--- src/rtl/bgu_pkg.sv ---
// Shared types, constants and arithmetic helpers for the bilinear grid upsampler.
package bgu_pkg;

  localparam int COLS_DEF  = 256;
  localparam int STEP_MAX  = 8;
  localparam int STEP_W    = 4;
  localparam int COLS_W    = 9;
  localparam int DEN_W     = 7;
  localparam int REM_W     = 6;
  localparam int ACC_W     = 35;
  localparam int DIV_BITS  = 7;
  localparam int DIV_STEPS = ACC_W / DIV_BITS;
  localparam int DIV_CNT_W = $clog2(DIV_STEPS);
  localparam int SAMPLE_W  = 32;
  localparam int OUT_W     = 56;

  typedef enum logic [0:0] {
    CFG_STEP = 1'b0,
    CFG_COLS = 1'b1
  } cfg_idx_t;

  typedef struct packed {
    logic signed [ACC_W-1:0] q;
    logic [REM_W-1:0]        r;
  } qr_t;

  typedef struct packed {
    logic signed [ACC_W-1:0] c00;
    logic signed [ACC_W-1:0] qx;
    logic signed [ACC_W-1:0] qy;
    logic signed [ACC_W-1:0] qe;
    logic [REM_W-1:0]        rx;
    logic [REM_W-1:0]        ry;
    logic [REM_W-1:0]        re;
    logic [DEN_W-1:0]        den;
    logic [STEP_W-1:0]       step;
    logic [7:0]              row;
    logic [7:0]              col;
  } job_t;

  function automatic logic [STEP_W-1:0] clamp_step(logic [STEP_W-1:0] s);
    logic [STEP_W-1:0] res;
    res = s;
    if (s == '0) begin
      res = STEP_W'(1);
    end else if (s > STEP_W'(STEP_MAX)) begin
      res = STEP_W'(STEP_MAX);
    end
    return res;
  endfunction

  function automatic qr_t qr_add(qr_t a, qr_t b, logic [DEN_W-1:0] den);
    logic [REM_W:0] sum;
    logic           carry;
    qr_t            res;
    sum   = {1'b0, a.r} + {1'b0, b.r};
    carry = (sum >= (REM_W+1)'(den));
    res.r = carry ? REM_W'(sum - (REM_W+1)'(den)) : sum[REM_W-1:0];
    res.q = a.q + b.q + ACC_W'(carry);
    return res;
  endfunction

endpackage

--- src/rtl/bgu_back.sv ---
// Back end: walks the fine points of one cell with running quotient and remainder.
module bgu_back (
  input  logic                         clk,
  input  logic                         rst_n,
  input  logic                         job_valid,
  output logic                         job_ready,
  input  bgu_pkg::job_t                job,
  output logic                         out_tvalid,
  input  logic                         out_tready,
  output logic [bgu_pkg::OUT_W-1:0]    out_tdata,
  output logic                         out_tlast
);

  bgu_pkg::job_t  job_r;
  bgu_pkg::qr_t   pt_r, base_r, del_r;
  bgu_pkg::qr_t   pt_step, base_step, del_step;
  bgu_pkg::qr_t   xinc, einc, start_pt, start_del;
  logic           active_r;
  logic [2:0]     iew_r, jew_r;
  logic [2:0]     last_idx;
  logic           last_col, last_pt, emit, load;
  logic           out_valid_r;
  logic           out_last_r;
  logic [bgu_pkg::OUT_W-1:0] out_data_r;

  assign last_idx = 3'(job_r.step - bgu_pkg::STEP_W'(1));
  assign last_col = (jew_r == last_idx);
  assign last_pt  = last_col && (iew_r == last_idx);
  assign emit     = active_r && (!out_valid_r || out_tready);
  assign load     = job_valid && (!active_r || (emit && last_pt));
  assign job_ready = load;

  assign xinc      = '{q: job_r.qx, r: job_r.rx};
  assign einc      = '{q: job_r.qe, r: job_r.re};
  assign start_pt  = '{q: job.c00, r: '0};
  assign start_del = '{q: job.qy, r: job.ry};

  assign pt_step   = bgu_pkg::qr_add(pt_r, del_r, job_r.den);
  assign base_step = bgu_pkg::qr_add(base_r, xinc, job_r.den);
  assign del_step  = bgu_pkg::qr_add(del_r, einc, job_r.den);

  always_ff @(posedge clk) begin
    if (!rst_n) begin
      active_r <= 1'b0;
    end else if (load) begin
      active_r <= 1'b1;
    end else if (emit && last_pt) begin
      active_r <= 1'b0;
    end
  end

  always_ff @(posedge clk) begin
    if (load) begin
      job_r  <= job;
      iew_r  <= '0;
      jew_r  <= '0;
      pt_r   <= start_pt;
      base_r <= start_pt;
      del_r  <= start_del;
    end else if (emit) begin
      if (last_col) begin
        iew_r  <= iew_r + 3'd1;
        jew_r  <= '0;
        base_r <= base_step;
        pt_r   <= base_step;
        del_r  <= del_step;
      end else begin
        jew_r <= jew_r + 3'd1;
        pt_r  <= pt_step;
      end
    end
  end

  always_ff @(posedge clk) begin
    if (!rst_n) begin
      out_valid_r <= 1'b0;
    end else if (emit) begin
      out_valid_r <= 1'b1;
    end else if (out_tready) begin
      out_valid_r <= 1'b0;
    end
  end

  always_ff @(posedge clk) begin
    if (emit) begin
      out_data_r <= {2'b00, jew_r, iew_r, job_r.col, job_r.row,
                     pt_r.q[bgu_pkg::SAMPLE_W-1:0]};
      out_last_r <= last_pt;
    end
  end

  assign out_tvalid = out_valid_r;
  assign out_tdata  = out_data_r;
  assign out_tlast  = out_last_r;

endmodule

--- config.mk ---
export PLATFORM = sky130hd
export DESIGN_NAME = bgu_back
export DESIGN_NICKNAME = d
export VERILOG_FILES = /design/src/rtl/bgu_pkg.sv /design/src/rtl/bgu_back.sv
export SDC_FILE = /design/constraint.sdc
export NUM_CORES = 1
export LEC_CHECK = 0
export ABC_CLOCK_PERIOD_IN_PS = 6000
export BUFFER_PORTS_ARGS = -buffer_cell sky130_fd_sc_hd__buf_2
export CAP_MARGIN = 20
export CORE_MARGIN = 2
export CORE_UTILIZATION = 45
export CTS_BUF_LIST = sky130_fd_sc_hd__clkbuf_4
export DETAILED_ROUTE_END_ITERATION = 7
export GPL_TIMING_DRIVEN = 0
export PLACE_DENSITY = 0.65
export SLEW_MARGIN = 0
export SYNTH_ARGS = -nofsm -noshare
export SYNTH_HDL_FRONTEND = slang
export SYNTH_SLANG_ARGS = --single-unit
--- constraint.sdc ---
create_clock -name clk -period 6 [get_ports clk]
set_input_delay 0.3 -clock clk [delete_from_list [all_inputs] [get_ports clk]]
set_output_delay 0.3 -clock clk [all_outputs]
set_load 0.05 [all_outputs]
Word level (Yosys, flattened, before mapping). Index checks and enable logic that the tools add are counted.

Register bits after elaboration: 294. Input bits: 189. Word-level logic and storage cells: 71.

Reduce and logical (&&, ||, !) cells: 14. Equality and inequality tests: 2. $add $sub $neg: 15. Muxes and demuxes: 17. $lt $le $gt $ge: 3.

Operator list (number): 41-bit 2-to-1 mux (9); 35-bit by 1-bit adder with 35-bit output (3); 35-bit adder (3); 6-bit by 6-bit adder with 7-bit output (3); 7-bit >= comparator (3); 6-bit 2-to-1 mux (3); 6-bit subtractor (3); 2-bit nonzero test (4); 3-bit by 1-bit adder with 3-bit output, second input constant (2); 3-bit == test (2); 1-bit logical AND (4); 1-bit 2-to-1 mux (4); 2-bit AND reduction (2); 3-bit 2-to-1 mux (1); 3-bit by 1-bit subtractor with 3-bit output, second input constant (1); 1-bit zero test (2); 1-bit logical OR (2).

Longest topological paths before layout.
Depth in word-level cells: 8. Depth in mapped cells: 27.

Worst setup path before layout. Ideal clock, no wire load.

Path type: flip-flop to flip-flop. From: register del_r[0] (netlist name). To: register del_r[36] (netlist name), data pin. Data required time: 5.738 ns. Buffers on the path: 1. Setup time: 0.262 ns. Data arrival time: 5.040 ns. Setup slack: 0.698 ns. Cell stages (with the launch flop): 25. Path through: edfxtp_1 -> ha_1 -> fa_1 -> xor2_1 -> ha_1 -> inv_1 -> o21bai_1 -> a21o_1 -> a21o_1 -> o21bai_1 -> a21o_1 -> a21o_1 -> clkbuf_1 -> fa_1 -> fa_1 -> a21o_1 -> a21oi_1 -> o21ai_0 -> a21oi_1 -> nor3_1 -> nor2_1 -> o311ai_0 -> a21oi_1 -> xor2_1 -> o21ai_0.

Cells in the longest elaborated chain, start to end: 6.

Ends and longest elaborated chain: start, declared (line bgu_back.sv:15) `bgu_pkg::qr_t pt_r, base_r, del_r;`; start signal, assigned (line bgu_back.sv:59) `del_r <= start_del;`; start signal, assigned (line bgu_back.sv:66) `del_r <= del_step;`; 6-bit by 6-bit adder with 7-bit output (line bgu_pkg.sv:56) `sum = {1'b0, a.r} + {1'b0, b.r};`; 7-bit >= comparator (line bgu_pkg.sv:57) `carry = (sum >= (REM_W+1)'(den));`; 35-bit by 1-bit adder with 35-bit output (line bgu_pkg.sv:59) `res.q = a.q + b.q + ACC_W'(carry);`; 41-bit 2-to-1 mux (line bgu_back.sv:61) `if (last_col) begin`; 41-bit 2-to-1 mux (line bgu_back.sv:60) `end else if (emit) begin`; 41-bit 2-to-1 mux (line bgu_back.sv:53) `if (load) begin`.

No other way between the ends. The select of a mux whose other input is x is not followed. A chain may end at the register's enable or synchronous reset.

Worst setup path in the final report.
From: register del_r[0] (netlist name). To: register del_r[32] (netlist name), data pin.

The elaborated chain is that of the path after synthesis.

==> metrics.yaml <==
timing:
  finalSetupViolCount: 0
  slew_headroom: 0.452
  post-route-min-period_ns: 5.68
  clock-skew-final_ns: 0.0356
  period_share: 0.946
  fmax_mhz: 176
  layout_setup_ws_ns: 0.324
  setup_tns_ns: 0
  worstMarginPinSlew_ns: 0.822
  finalMaxSlewViolations: 0
  hold_slack_ns: 0.101
  finalHoldViolations: 0
worst_setup_path:
  cp-start-kind: "flop"
  crit_arrival_ns: 6.13
  worstSetupStartpoint: "del_r[0]"
  crit_path_end_kind: "flop"
  cp_data_required_time_ns: 6.45
  r2r-end: "del_r[32]"
  cp_max_fo: 7
  r2r_start: "del_r[0]"
  crit_end: "del_r[32]"
  crit_type: "reg2reg"
  reg2reg_slack_ns: 0.32
  r2r_cells: 23
grt:
  grt_usage: 0.242
  overflow: 0
  grt_pass1_vias: 12600
  grt_pass1_wl_mm: 67.5
  grt_start_max_net_pins: 62
  antenna_found_initial: 1
logic_synthesis:
  async_reset_ff_frac: 0
  ys_warn_count: 0
  synth_top_family_by_area: "compound AO/OA/AOI/OAI gates"
  synth.area.mux_share: 0.00844
  synthesis.area_sq_mm: 0.0159
  synthAdderAreaFrac: 0.119
  synth_compound_area_frac: 0.173
  synth_seq_cells: 279
  synth.yosys.seq_area_share: 0.515
  synthSimpleGateAreaFrac: 0.0949
  postSynthAreaPerCell_sq_um: 11.5
  synth.distinct_cells: 71
  synth_edf_count: 259
  syn_inst: 1385
  synth_xor_xnor_area_share: 0.0644
  synth_flop_cell: "edfxtp_1"
placed_design:
  pre_cts_ws_ns: -0.395
  port_buffers: 232
  dp.cells: 2077
  dpl.hpwl_mm: 31.4
  placed_cell_area_sq_mm: 0.0177
  gp_congestion: 0.917
power:
  p_leak_nw: 9.01
  power_density_mw_per_mm2: 357
  ir_drop_mv: 0.173
  total_power_mw: 7.32
worst_hold_path:
  hp-class: "in2reg"
routing:
  first_pass_iters: 5
  drtIter0Drc: 770
  wirelength_mm: 44.8
  antenna_left: 0
  route.detailed.drc: 0
  vias_per_cell: 5.34
  routed-via-count: 12800
  wl_per_cell_um: 18.7
final_layout:
  fill_cells: 2850
  utilization: 0.593
  drive_gt1_frac: 0.214
  final_nets: 2211
  areaGrowthSynthToFinish_pct: 29.4
  fin_area_sq_mm: 0.0205
  layoutNonFillerInstCount: 2395
die:
  die_y_um: 192
  fp.coreArea_sq_mm: 0.0346
  ios: 248
  initial_core_util: 0.458
  die-area_sq_mm: 0.0368
  rows: 68
  die_x_um: 192
cts:
  clock-sinks: 279
  cts.clk_slew.worst_paths_ns: 0.06
  root_buffer: "clkbuf_4"
  cts_tree: "yes"
  worstSkewPairLatency_ns: 0.76
  clk_path_buf_depth: 3
  h-tree-depth: 3
  cts_buffers: 78
job:
  drv_cap: 0
status:
  status: "complete, no violations"
[critical path, cell delays in order, from the launching register on]
cell	delay, ns
edfxtp_1	0.42
ha_1	0.25
fa_1	0.41
xor2_1	0.23
ha_1	0.30
inv_1	0.09
o21bai_1	0.11
a21o_1	0.20
a21o_1	0.20
o21bai_1	0.16
a21o_1	0.18
a21o_2	0.30
fa_2	0.40
fa_1	0.42
a21o_1	0.19
a21oi_2	0.19
o21ai_0	0.13
a21oi_2	0.24
o31ai_1	0.16
a21oi_1	0.25
o31ai_1	0.13
a31oi_1	0.23
xor2_1	0.15
o21ai_0	0.09
[cell type report]
| type | instances | area [sq um] | area share |
|---|---|---|---|
| timing repair buffer | 414 | 3040 | 0.148 |
| sequential | 279 | 8180 | 0.398 |
| buffer | 26 | 140 | 0.00683 |
| clock buffer | 112 | 841 | 0.0410 |
| inverter | 61 | 236 | 0.0115 |
| clock inverter | 29 | 140 | 0.00683 |
| antenna | 1 | 2.50 | 0.000122 |
| multi-input combinational | 1018 | 7380 | 0.360 |
| tap | 455 | 569 | 0.0277 |
[power breakdown]
part,switching [mW],internal (mW),leakage (nW)
Sequential,0.164,2.46,2.67
Clock,0.837,0.903,0.588
Combinational,1.65,1.31,5.75
[layout by cell type (no fill, tap or decap), types with 11 or more instances in the layout]
master         count
nor2b_1           17
nand3_1           16
clkbuf_4         112
ha_1             132
buf_2            239
nand2b_1          15
a31oi_1           15
xnor2_1           70
edfxtp_1         259
nor2_1            83
a21oi_1          120
nand2_1          119
a21o_1            99
inv_1             58
o31ai_1           19
xor2_1            43
and3_1            14
dfxtp_1           20
o21ai_0           62
fa_1              11
nor3_1            13
clkinv_1          22
o21ai_1           14
dlygate4sd3_1    174
buf_4             13
o21bai_1          21
[layer usage]
metal	part of all wire	vias up	track usage
li1	-	6199	-
met1	0.45	6036	0.324
met2	0.46	470	0.394
met3	0.066	80	0.0424
met4	0.023	0	0.0905
met5	0	-	0
[worst min-delay path by stage]
stage / startpoint / end / cells past startpoint
2_1_floorplan: job[27] / einc[0] / 0
3_3_place_gp: job_r[13] / out_tdata[37] / 0
3_5_place_dp: job_r[11] / out_tdata[35] / 0
4_1_cts: job[170] / base_r[26] / 3
5_1_grt: job[170] / base_r[26] / 3
6_report: job[170] / base_r[26] / 3
[cell families after synthesis]
logic type,count (synthesis)
adders and majority gates,144
DFF,279
xor gates and xnor gates,115
buffers and inverters,89
and+or+nand+nor,319
muxes,13
AOI/OAI and AO/OA,425
other,1
[cell usage after synthesis, drive strengths merged (21+ instances only)]
cell type | count | area (sq um)
xnor2 | 71 | 622
edfxtp | 259 | 7780
ha | 132 | 1650
a21o | 102 | 767
xor2 | 43 | 377
inv | 60 | 225
nor2 | 86 | 328
nand2 | 121 | 469
a21oi | 126 | 631
o21ai | 77 | 385
o31ai | 21 | 168
o21bai | 21 | 158
[flip-flops by register name, indices dropped and copies added, names as in the netlist]
name        cells
active_r        1
base_r         38
del_r          38
einc           38
iew_r           3
jew_r           3
job_r          64
out_tdata      54
out_tlast       1
out_tvalid      1
pt_r           38
[timing repair]
item / CTS / global route
pin swaps: 0 / 3
setup buffers: 0 / 4
resized for setup: 7 / 15
setup endpoints to repair: 25 / 37
endpoints found under the hold margin: 192 / 0
hold buffers: 174 / 0
(Power assumes the default switching activity.)
