===== src/rtl/bgu_pkg.sv =====
// Shared types, constants and arithmetic helpers for the bilinear grid upsampler.
package bgu_pkg;

  localparam int COLS_DEF  = 256;
  localparam int STEP_MAX  = 8;
  localparam int STEP_W    = 4;
  localparam int COLS_W    = 9;
  localparam int DEN_W     = 7;
  localparam int REM_W     = 6;
  localparam int ACC_W     = 35;
  localparam int DIV_BITS  = 7;
  localparam int DIV_STEPS = ACC_W / DIV_BITS;
  localparam int DIV_CNT_W = $clog2(DIV_STEPS);
  localparam int SAMPLE_W  = 32;
  localparam int OUT_W     = 56;

  typedef enum logic [0:0] {
    CFG_STEP = 1'b0,
    CFG_COLS = 1'b1
  } cfg_idx_t;

  typedef struct packed {
    logic signed [ACC_W-1:0] q;
    logic [REM_W-1:0]        r;
  } qr_t;

  typedef struct packed {
    logic signed [ACC_W-1:0] c00;
    logic signed [ACC_W-1:0] qx;
    logic signed [ACC_W-1:0] qy;
    logic signed [ACC_W-1:0] qe;
    logic [REM_W-1:0]        rx;
    logic [REM_W-1:0]        ry;
    logic [REM_W-1:0]        re;
    logic [DEN_W-1:0]        den;
    logic [STEP_W-1:0]       step;
    logic [7:0]              row;
    logic [7:0]              col;
  } job_t;

  function automatic logic [STEP_W-1:0] clamp_step(logic [STEP_W-1:0] s);
    logic [STEP_W-1:0] res;
    res = s;
    if (s == '0) begin
      res = STEP_W'(1);
    end else if (s > STEP_W'(STEP_MAX)) begin
      res = STEP_W'(STEP_MAX);
    end
    return res;
  endfunction

  function automatic qr_t qr_add(qr_t a, qr_t b, logic [DEN_W-1:0] den);
    logic [REM_W:0] sum;
    logic           carry;
    qr_t            res;
    sum   = {1'b0, a.r} + {1'b0, b.r};
    carry = (sum >= (REM_W+1)'(den));
    res.r = carry ? REM_W'(sum - (REM_W+1)'(den)) : sum[REM_W-1:0];
    res.q = a.q + b.q + ACC_W'(carry);
    return res;
  endfunction

endpackage


===== src/rtl/bgu_fifo.sv =====
// Two-entry queue of cell jobs between the front end and the point generator.
module bgu_fifo (
  input  logic          clk,
  input  logic          rst_n,
  input  logic          wr_valid,
  output logic          wr_ready,
  input  bgu_pkg::job_t wr_data,
  output logic          rd_valid,
  input  logic          rd_ready,
  output bgu_pkg::job_t rd_data
);

  bgu_pkg::job_t slot_r [2];
  logic          wptr_r, rptr_r;
  logic [1:0]    cnt_r, cnt_nxt;
  logic          push, pop;

  assign wr_ready = (cnt_r != 2'd2);
  assign rd_valid = (cnt_r != 2'd0);
  assign push     = wr_valid && wr_ready;
  assign pop      = rd_valid && rd_ready;
  assign rd_data  = slot_r[rptr_r];

  always_comb begin
    cnt_nxt = cnt_r;
    if (push && !pop) begin
      cnt_nxt = cnt_r + 2'd1;
    end else if (pop && !push) begin
      cnt_nxt = cnt_r - 2'd1;
    end
  end

  always_ff @(posedge clk) begin
    if (!rst_n) begin
      wptr_r <= 1'b0;
      rptr_r <= 1'b0;
      cnt_r  <= '0;
    end else begin
      cnt_r <= cnt_nxt;
      if (push) wptr_r <= ~wptr_r;
      if (pop)  rptr_r <= ~rptr_r;
    end
  end

  always_ff @(posedge clk) begin
    if (push) begin
      slot_r[wptr_r] <= wr_data;
    end
  end

endmodule


===== config.mk =====
export PLATFORM = sky130hd
export DESIGN_NAME = bgu_fifo
export DESIGN_NICKNAME = d
export VERILOG_FILES = /design/src/rtl/bgu_pkg.sv /design/src/rtl/bgu_fifo.sv
export SDC_FILE = /design/constraint.sdc
export NUM_CORES = 1
export LEC_CHECK = 0
export BUFFER_PORTS_ARGS = -buffer_cell sky130_fd_sc_hd__buf_4
export CAP_MARGIN = 20
export CORE_MARGIN = 3
export CORE_UTILIZATION = 35
export DETAILED_ROUTE_END_ITERATION = 8
export HOLD_SLACK_MARGIN = 0.15
export PLACE_DENSITY = 0.59
export SYNTH_ARGS = -nofsm -noshare
export SYNTH_HDL_FRONTEND = slang
export SYNTH_SLANG_ARGS = --single-unit

===== constraint.sdc =====
create_clock -name clk -period 6.11 [get_ports clk]
set_clock_uncertainty 0.15 [all_clocks]
set_input_delay 0 -clock clk [delete_from_list [all_inputs] [get_ports clk]]
set_output_delay 0 -clock clk [all_outputs]
set_load 0.02 [all_outputs]

==> flow_summary.ini, run 1 <==
[logic_synthesis]
yosysMostFrequentCell = edfxtp_1
synth_edf_count = 370
synth_area_per_cell_um2 = 23.70
postSynth.asyncResetShare = 0
synth.area.top_cells = edfxtp_1, mux2_4, mux2_2, buf_6, dfxtp_1
ys.flop_type = edfxtp_1
syn-cell-area_um2 = 14220
postSynthCellCount = 600
yosysUniqueCellTypes = 21
yosysSeqAreaShare = 0.7885
synth_commonest_cells = edfxtp_1, mux2_4, mux2_2
syn_nets = 790
yosysTopAreaCell = edfxtp_1
yosysWarningCount = 0
synth-seq-cells = 375
synth.top_cell.area_share = 0.7815

[cts]
htree_levels = 2
cts_max_path_buffers = 3
cts.sinks = 375
cts_root_buf = clkbuf_16
cts_resized = 0
post_cts_buffers = 0
cts_buffers = 40
cts_hold_buf = 312

[floorplan]
initial_core_util = 0.3562
rows = 73
die_w_um = 207.5
die_h_um = 207.5
io_pins = 376

[placed_design]
post_dp_cell_area_um2 = 17560
dp_hpwl_mm = 19.40
port-buffer-count = 375
routabilityCongestion = 0.7111
preCtsSetupSlack_ns = 3.222

[status]
error = [ERROR RSZ-0060] Max buffer count reached.
stop_stage = clock tree synthesis (4_1_cts)
status = did not finish
-- cells by family after synthesis --
logic type | share of synthesized area
AO/OA/AOI/OAI | 0.002464
XOR/XNOR | 0.001848
adder cells (fa/ha/maj) | 0.0008799
buffers and inverters | 0.01558
flip-flops | 0.7885
multiplexers | 0.1861
AND/OR/NAND/NOR | 0.004577
-- per-stage QoR --
step                      cells    util
after floorplan             600       -
after global placement     1485  0.4399
after detailed placement   1485  0.4399
==> run 2, diff against run 1 <==
--- a/config.mk
+++ b/config.mk
@@ -8,10 +8,9 @@
 export BUFFER_PORTS_ARGS = -buffer_cell sky130_fd_sc_hd__buf_4
 export CAP_MARGIN = 20
 export CORE_MARGIN = 3
-export CORE_UTILIZATION = 35
+export CORE_UTILIZATION = 20
 export DETAILED_ROUTE_END_ITERATION = 8
-export HOLD_SLACK_MARGIN = 0.15
-export PLACE_DENSITY = 0.59
+export PLACE_DENSITY_LB_ADDON = 0.15
 export SYNTH_ARGS = -nofsm -noshare
 export SYNTH_HDL_FRONTEND = slang
 export SYNTH_SLANG_ARGS = --single-unit
==> flow_summary.ini, run 2 <==
[cts]
htree_levels = 2
cts_root_buf = clkbuf_16
clkTransAtPathRegs_ns = 0.06
cts_buffers = 46
cts_max_path_buffers = 3
worstSkewPairLatency_ns = 0.55
cts_tree = built
cts.sinks = 375

[final_layout]
finalNetCount = 1506
utilization = 0.3219
drive_gt1_frac = 0.4693
largest_reg_flops = 370
top_register = slot_r
top_regs = slot_r x370, cnt_r x2
design_area_um2 = 22620
layout_commonest_cell = buf_4
synthToLayoutAreaGrowth_pct = 59.10
layout_common_cells = buf_4, edfxtp_1, dlygate4sd3_1, mux2_4, clkbuf_16

[placed_design]
routabilityCongestion = 0.6711
post_dp_cell_area_um2 = 18080
port-buffer-count = 375
preCtsSetupSlack_ns = 3.260
dp_hpwl_mm = 22.49

[setup_path]
cp.arrival_ns = 2.86
r2r_slack_ns = 3.28
max_stage_delay_ns = 0.70
cpMaxStageDelayCell = buf_4
reg2reg_to = slot_r[0][157]
r2r-start = cnt_r[0]
cp-start-kind = flip-flop
critPathMaxFanout = 95
end_kind = flip-flop
path_cells = nand2b_4 > nand3b_1 > inv_8 > buf_4
ff2ff_path_depth = 4
cp.required_ns = 6.14
path_class = reg -> reg

[hold_path]
hold_path.class = in -> reg
worstHoldEndpoint = slot_r[1][92]
whs_path_depth = 2
hp-start = wr_data[92]

[status]
status = complete, no violations

[logic_synthesis]
synth-seq-cells = 375
yosysMostFrequentCell = edfxtp_1
syn-cell-area_um2 = 14220
syn_nets = 790
postSynth.asyncResetShare = 0
postSynthCellCount = 600
yosysUniqueCellTypes = 21
synth_edf_count = 370
synth_commonest_cells = edfxtp_1, mux2_4, mux2_2
synth.area.top_cells = edfxtp_1, mux2_4, mux2_2, buf_6, dfxtp_1
synth.top_cell.area_share = 0.7815
yosysWarningCount = 0
yosysSeqAreaShare = 0.7885
ys.flop_type = edfxtp_1
yosysTopAreaCell = edfxtp_1
synth_area_per_cell_um2 = 23.70

[floorplan]
die_h_um = 272.6
initial_core_util = 0.2023
io_pins = 376
die-area_um2 = 74320
die_w_um = 272.6
rows = 97
core_um2 = 70270

[global_route]
grt_max_degree = 108
antenna_found_initial = 2
grt_pass1_vias = 9085
grt_usage = 0.09538
grt_overflow = 0
grt_pass1_wl_mm = 54.26

[sta]
fmax_mhz = 353.4
finalSetupTns_ns = 0
finalMaxSlewViolations = 0
finalHoldViolations = 0
rsz0062_at_grt = no
relSlewSlack = 0.3643
worst_slack_ns = 3.280
tightest_slew_ns = 0.9535
period_needed_ns = 2.830
setup_viol = 0
post-route-period-util = 0.4632

[routing]
wire_per_inst_um = 15.83
via_per_inst = 3.548
vias = 8139
antenna_left = 0
drtIter0Drc = 336
routed_wl_mm = 36.31
drtPass1Iterations = 4
drc = 0

[pwr]
ir_worst_vdd_uv = 213.2
power.density_nw_per_um2 = 381.1
p_leak_nw = 8.593

[job]
maxCapViolations = 0
run 2: cell counts after synthesis:
No cell type changed its count.
run 2: stage by stage:
stage | hold slack [ns] | power [mW] | cells
after floorplan | -0.05113 | 5.028 | 600
after global placement | 0.03450 | 5.978 | 1901
after detailed placement | 0.03771 | 5.974 | 1901
after CTS | 0.0001883 | 8.856 | 2291
after global routing | 0.002330 | 9.064 | 2291
final | 0.04156 | 8.621 | 2294
run 2: cell families (layout without fill, tap and decap cells):
family / after synthesis / in the layout / synth area share
flip-flops: 375 / 375 / 0.7885
buffers and inverters: 22 / 773 / 0.01558
XOR/XNOR: 3 / 3 / 0.001848
AND/OR/NAND/NOR: 9 / 9 / 0.004577
other: 0 / 3 / 0
adder cells (fa/ha/maj): 1 / 1 / 0.0008799
multiplexers: 185 / 185 / 0.1861
AO/OA/AOI/OAI: 5 / 5 / 0.002464
run 2: where the power goes:
group,switching (mW),internal (mW),total [mW]
Combinational,1.35,1.32,2.67
Sequential,0.105,3.22,3.32
Clock,1.04,1.59,2.62
Total,2.49,6.13,8.62
run 2: worst max-delay path: cells and delay by family, from the launching register on:
kind | cells | cell delay (ns)
buffers and inverters | 2 | 1.27
DFF | 1 | 0.41
and+or+nand+nor | 2 | 0.38
run 2: worst max path at each step:
stage                   start        endpoint  depth (start not counted)
detailed placement   cnt_r[0]  slot_r[0][165]                          4
global placement     cnt_r[0]  slot_r[0][165]                          4
finish               cnt_r[0]  slot_r[0][157]                          4
global route         cnt_r[0]  slot_r[0][177]                          4
floorplan            cnt_r[0]    slot_r[1][0]                          2
CTS                 flip-flop      rd_data[2]                          3
run 2: area by class of cell:
| class | count | area [µm²] |
|---|---|---|
| clock buffer | 64 | 1282 |
| tap | 940 | 1176 |
| clock inverter | 19 | 171.4 |
| timing repair buffer | 689 | 5966 |
| multi-input combinational | 203 | 2790 |
| sequential | 375 | 11210 |
| fill | 6894 | 47650 |
| inverter | 1 | 11.26 |
| antenna | 3 | 7.507 |
run 2: layer usage:
| layer | track usage | routed length [µm] |
|---|---|---|
| met5 | 0 | 0 |
| met2 | 0.1702 | 18960 |
| met1 | 0.1056 | 13770 |
| met4 | 0.03106 | 918 |
| met3 | 0.03336 | 2663 |
run 2: repair_timing:
action                                 CTS  global route
buffers inserted                         0             0
hold buffers                           307             0
resized for setup                        0             0
endpoints found under the hold margin  390             0
Power figures use the tool's default switching activity.
==> run 3, diff against run 2 <==
==> constraint.sdc (replaced) <==
create_clock -name clk -period 2.7 [get_ports clk]
set_clock_uncertainty 0.15 [all_clocks]
set_input_delay 0 -clock clk [delete_from_list [all_inputs] [get_ports clk]]
set_output_delay 0 -clock clk [all_outputs]
set_load 0.02 [all_outputs]
==> flow_summary.ini, run 3 (synthesis gave the netlist of run 2 again) <==
[setup_path]
cp.required_ns = 3.05
r2r_slack_ns = 0.44
startpoint = cnt_r[1]
cp.arrival_ns = 2.60
ff2ff_path_depth = 6
end_kind = flip-flop
path_class = reg -> reg
reg2reg_to = cnt_r[1]
critPathMaxFanout = 5
cp-start-kind = flip-flop
r2r-start = cnt_r[1]

[final_layout]
layout_commonest_cell = buf_4
top_register = slot_r
finalNetCount = 1534
ff_latch_area_um2 = 11220
instances_no_fill = 2317
largest_reg_flops = 370
nFillCells = 6880
top_regs = slot_r x370, cnt_r x2
synthToLayoutAreaGrowth_pct = 61.45
layout_common_cells = buf_4, edfxtp_1, dlygate4sd3_1, mux2_4, clkbuf_16
multiInputGateArea_um2 = 2790
utilization = 0.3267
drive_gt1_frac = 0.4688

[cts]
worstSkewPairLatency_ns = 0.56
cts_tree = built
clkTransAtPathRegs_ns = 0.05
cts_buffers = 48
cts_resized = 0
cts_root_buf = clkbuf_16
cts_max_path_buffers = 3
cts.sinks = 375
htree_levels = 2

[routing]
via_per_inst = 3.594
wire_per_inst_um = 16.19
routed_wl_mm = 37.51
antenna_left = 0
drtPass1Iterations = 4
drtIter0Drc = 340
vias = 8327
drc = 0

[sta]
post-route-period-util = 0.8354
rsz0062_at_grt = no
fmax_mhz = 443.4
tightest_slew_ns = 0.6237
finalMaxSlewViolations = 0
setup_viol = 0
whs_ns = 0.04203
period_needed_ns = 2.255
relSlewSlack = 0.5842
finalHoldViolations = 0

[global_route]
grt_max_degree = 98
grt_usage = 0.09784
grt_pass1_vias = 8970
grt_overflow = 0
grt_pass1_wl_mm = 55.19
antenna_found_initial = 3

[placed_design]
dp_hpwl_mm = 23.67
port-buffer-count = 375
routabilityCongestion = 0.6723
place_inst = 1908

[pwr]
power_mw = 19.57
ir_worst_vdd_uv = 488.5
power.density_nw_per_um2 = 852.5
p_leak_nw = 8.720

[floorplan]
die-area_um2 = 74320
die_w_um = 272.6
core_um2 = 70270
rows = 97
io_pins = 376
die_h_um = 272.6
initial_core_util = 0.2023

[hold_path]
hp-start = wr_data[49]
whs_path_depth = 2
hold_path.class = in -> reg
worstHoldEndpoint = slot_r[1][49]

[status]
status = complete, no violations

[job]
maxCapViolations = 0
run 3: per-stage QoR:
stage	cell area, µm²	setup WS, ns	TNS (ns)
3_5_place_dp	18270	0.7979	0
3_3_place_gp	18270	0.7843	0
4_1_cts	22950	0.3844	0
2_1_floorplan	14220	-1.255	-365.33
6_report	22950	0.4445	0
5_1_grt	22950	0.3258	0
run 3: how the worst max path moves through the flow:
stage | end | slack [ns] | cells past startpoint
finish | cnt_r[1] | 0.44 | 6
global route | cnt_r[1] | 0.33 | 6
floorplan | slot_r[0][0] | -1.25 | 3
global placement | slot_r[0][133] | 0.78 | 4
CTS | rd_data[77] | 0.38 | 3
detailed placement | slot_r[0][167] | 0.80 | 4
run 3: timing repair:
action	CTS	global route
hold endpoints to repair	385	0
hold buffers	326	0
setup buffers	0	0
run 3: worst max-delay path, cell delays in order, from the launching register on:
cell and delay [ns]:
dfxtp_1 0.42, nand2b_4 0.09, and2_1 0.16, ha_1 0.28, dlygate4sd3_1 0.59, or3_1 0.36
a21boi_1 0.14
run 3: layer usage:
metal | up-vias | wire (µm) | GRT usage
met5 | - | 14 | 0
met4 | 4 | 864 | 0.02937
met3 | 58 | 2899 | 0.03731
met2 | 226 | 18490 | 0.1646
met1 | 4140 | 15230 | 0.1158
li1 | 3899 | - | -
run 3: cell type report:
class,count,area share
flip-flops and latches,375,0.4886
well taps,940,0.05124
repair buffers,715,0.2765
multi-input cells,203,0.1216
clock buffers,59,0.05505
inverters,1,0.0003270
diodes,1,0.0001090
clock inverters,23,0.006650
run 3: power breakdown:
part / internal (mW) / switching (mW)
sequential: 7.28 / 0.214
combinational: 3.13 / 3.13
clock: 3.39 / 2.42
total: 13.8 / 5.77
==> run 4, diff against run 3 <==
==> constraint.sdc (replaced) <==
create_clock -name clk -period 2.3 [get_ports clk]
set_clock_uncertainty 0.15 [all_clocks]
set_input_delay 0 -clock clk [delete_from_list [all_inputs] [get_ports clk]]
set_output_delay 0 -clock clk [all_outputs]
set_load 0.02 [all_outputs]
==> flow_summary.ini, run 4 (synthesis gave the netlist of run 2 again) <==
[sta]
finalMaxSlewViolations = 0
relSlewSlack = 0.6467
tightest_slew_ns = 0.5300
rsz0062_at_grt = no
fmax_mhz = 459.8
finalHoldViolations = 0
finalSetupTns_ns = 0
period_needed_ns = 2.175
post-route-period-util = 0.9456
setup_viol = 0

[routing]
drtIter0Drc = 285
routed_wl_mm = 36.16
drc = 0
drtPass1Iterations = 4
via_per_inst = 3.576
antenna_left = 0
wire_per_inst_um = 15.76
vias = 8206

[placed_design]
place_inst = 1912
port-buffer-count = 375
post_dp_cell_area_um2 = 18280
routabilityCongestion = 0.6862
dp_hpwl_mm = 23.09

[setup_path]
path_cells = buf_12 > buf_16 > mux2_2 > buf_4
path_class = reg -> out
cp.required_ns = 2.15
critPathMaxFanout = 30
end_kind = output port
cp.arrival_ns = 2.02
ff2ff_path_depth = 6
max_stage_delay_ns = 0.40
cpMaxStageDelayCell = dfxtp_4
cp-start-kind = flip-flop

[global_route]
grt_overflow = 0
grt_max_degree = 77
grt_pass1_vias = 8859
grt_usage = 0.09390
grt_pass1_wl_mm = 53.45
antenna_found_initial = 3

[final_layout]
nFillCells = 6864
finalNetCount = 1512
synthToLayoutAreaGrowth_pct = 59.21
layout_common_cells = buf_4, edfxtp_1, dlygate4sd3_1, mux2_4, clkbuf_16
utilization = 0.3221
design_area_um2 = 22640
top_regs = slot_r x370, cnt_r x2
top_register = slot_r
instances_no_fill = 2295
drive_gt1_frac = 0.4756
layout_commonest_cell = buf_4
multiInputGateArea_um2 = 2790
largest_reg_flops = 370
ff_latch_area_um2 = 11220

[cts]
htree_levels = 2
cts_buffers = 46
cts_root_buf = clkbuf_16
cts_max_path_buffers = 3
worstSkewPairLatency_ns = 0.55
cts_tree = built
cts.sinks = 375
clkTransAtPathRegs_ns = 0.06

[floorplan]
die-area_um2 = 74320
io_pins = 376
initial_core_util = 0.2023
core_um2 = 70270
die_w_um = 272.6
rows = 97
die_h_um = 272.6

[hold_path]
hold_path.class = in -> reg
whs_path_depth = 2

[pwr]
power.density_nw_per_um2 = 997.2
ir_worst_vdd_uv = 557.4
p_leak_nw = 8.602

[job]
maxCapViolations = 0

[status]
status = complete, no violations
[run 4: cell count changes in the layout (fill, tap and decap cells not counted), moves of 3 or more]
cell           delta
clkbuf_1          +4
buf_12            -3
dlygate4sd3_1    -24
buf_4             +6
[run 4: per-stage QoR]
step,hold WS (ns),setup slack [ns],power (mW)
floorplan,-0.05113,-1.655,13.29
global placement,0.03459,0.4706,16.02
detailed placement,0.03753,0.4470,16.02
CTS,0.00002409,0.01099,23.15
global route,0.006326,0.005446,23.74
finish,0.04371,0.1251,22.57
[run 4: worst max-delay path, delay by kind of cell, from the launching register on]
family | cells | cell delay [ns]
buffers and inverters | 3 | 0.68
DFF | 1 | 0.40
muxes | 1 | 0.37
[run 4: where the power goes]
| part | leakage, nW | switching [mW] | internal [mW] | total, mW |
|---|---|---|---|---|
| Combinational | 4.45 | 3.70 | 3.68 | 7.38 |
| Sequential | 3.50 | 0.208 | 8.54 | 8.75 |
| Clock | 0.651 | 2.72 | 3.73 | 6.45 |
| Total | 8.60 | 6.63 | 15.9 | 22.6 |
[run 4: path summary, 6_finish.rpt]
path / startpoint / end / slack, ns
max reg2reg: cnt_r[1] / cnt_r[0] / 0.20
min: wr_data[152] / slot_r[1][152] / 0.04
max: flip-flop / rd_data[12] / 0.13
min reg2reg: cnt_r[1] / cnt_r[1] / 0.41
[run 4: cell type report]
cell class	instances	share of cell area
Sequential cell	375	0.4955
Clock buffer	61	0.05428
Timing Repair Buffer	695	0.2703
Antenna cell	1	0.0001106
Clock inverter	19	0.004256
Multi-Input combinational cell	203	0.1233
Tap cell	940	0.05196
Inverter	1	0.0003317
[run 4: what timing repair did]
| item | 4_1_cts | 5_1_grt |
|---|---|---|
| resized for setup | 0 | 1 |
| buffers inserted | 0 | 0 |
| endpoints found under the setup margin | 0 | 1 |
| hold buffers | 302 | 0 |
| hold endpoints to repair | 393 | 0 |
[run 4: metal layers]
| metal | share of wire | GRT usage | vias up |
|---|---|---|---|
| li1 | - | - | 3843 |
| met1 | 0.41 | 0.1136 | 4057 |
| met2 | 0.49 | 0.1576 | 244 |
| met3 | 0.073 | 0.03169 | 62 |
| met4 | 0.025 | 0.02909 | 0 |
| met5 | 0 | 0 | - |
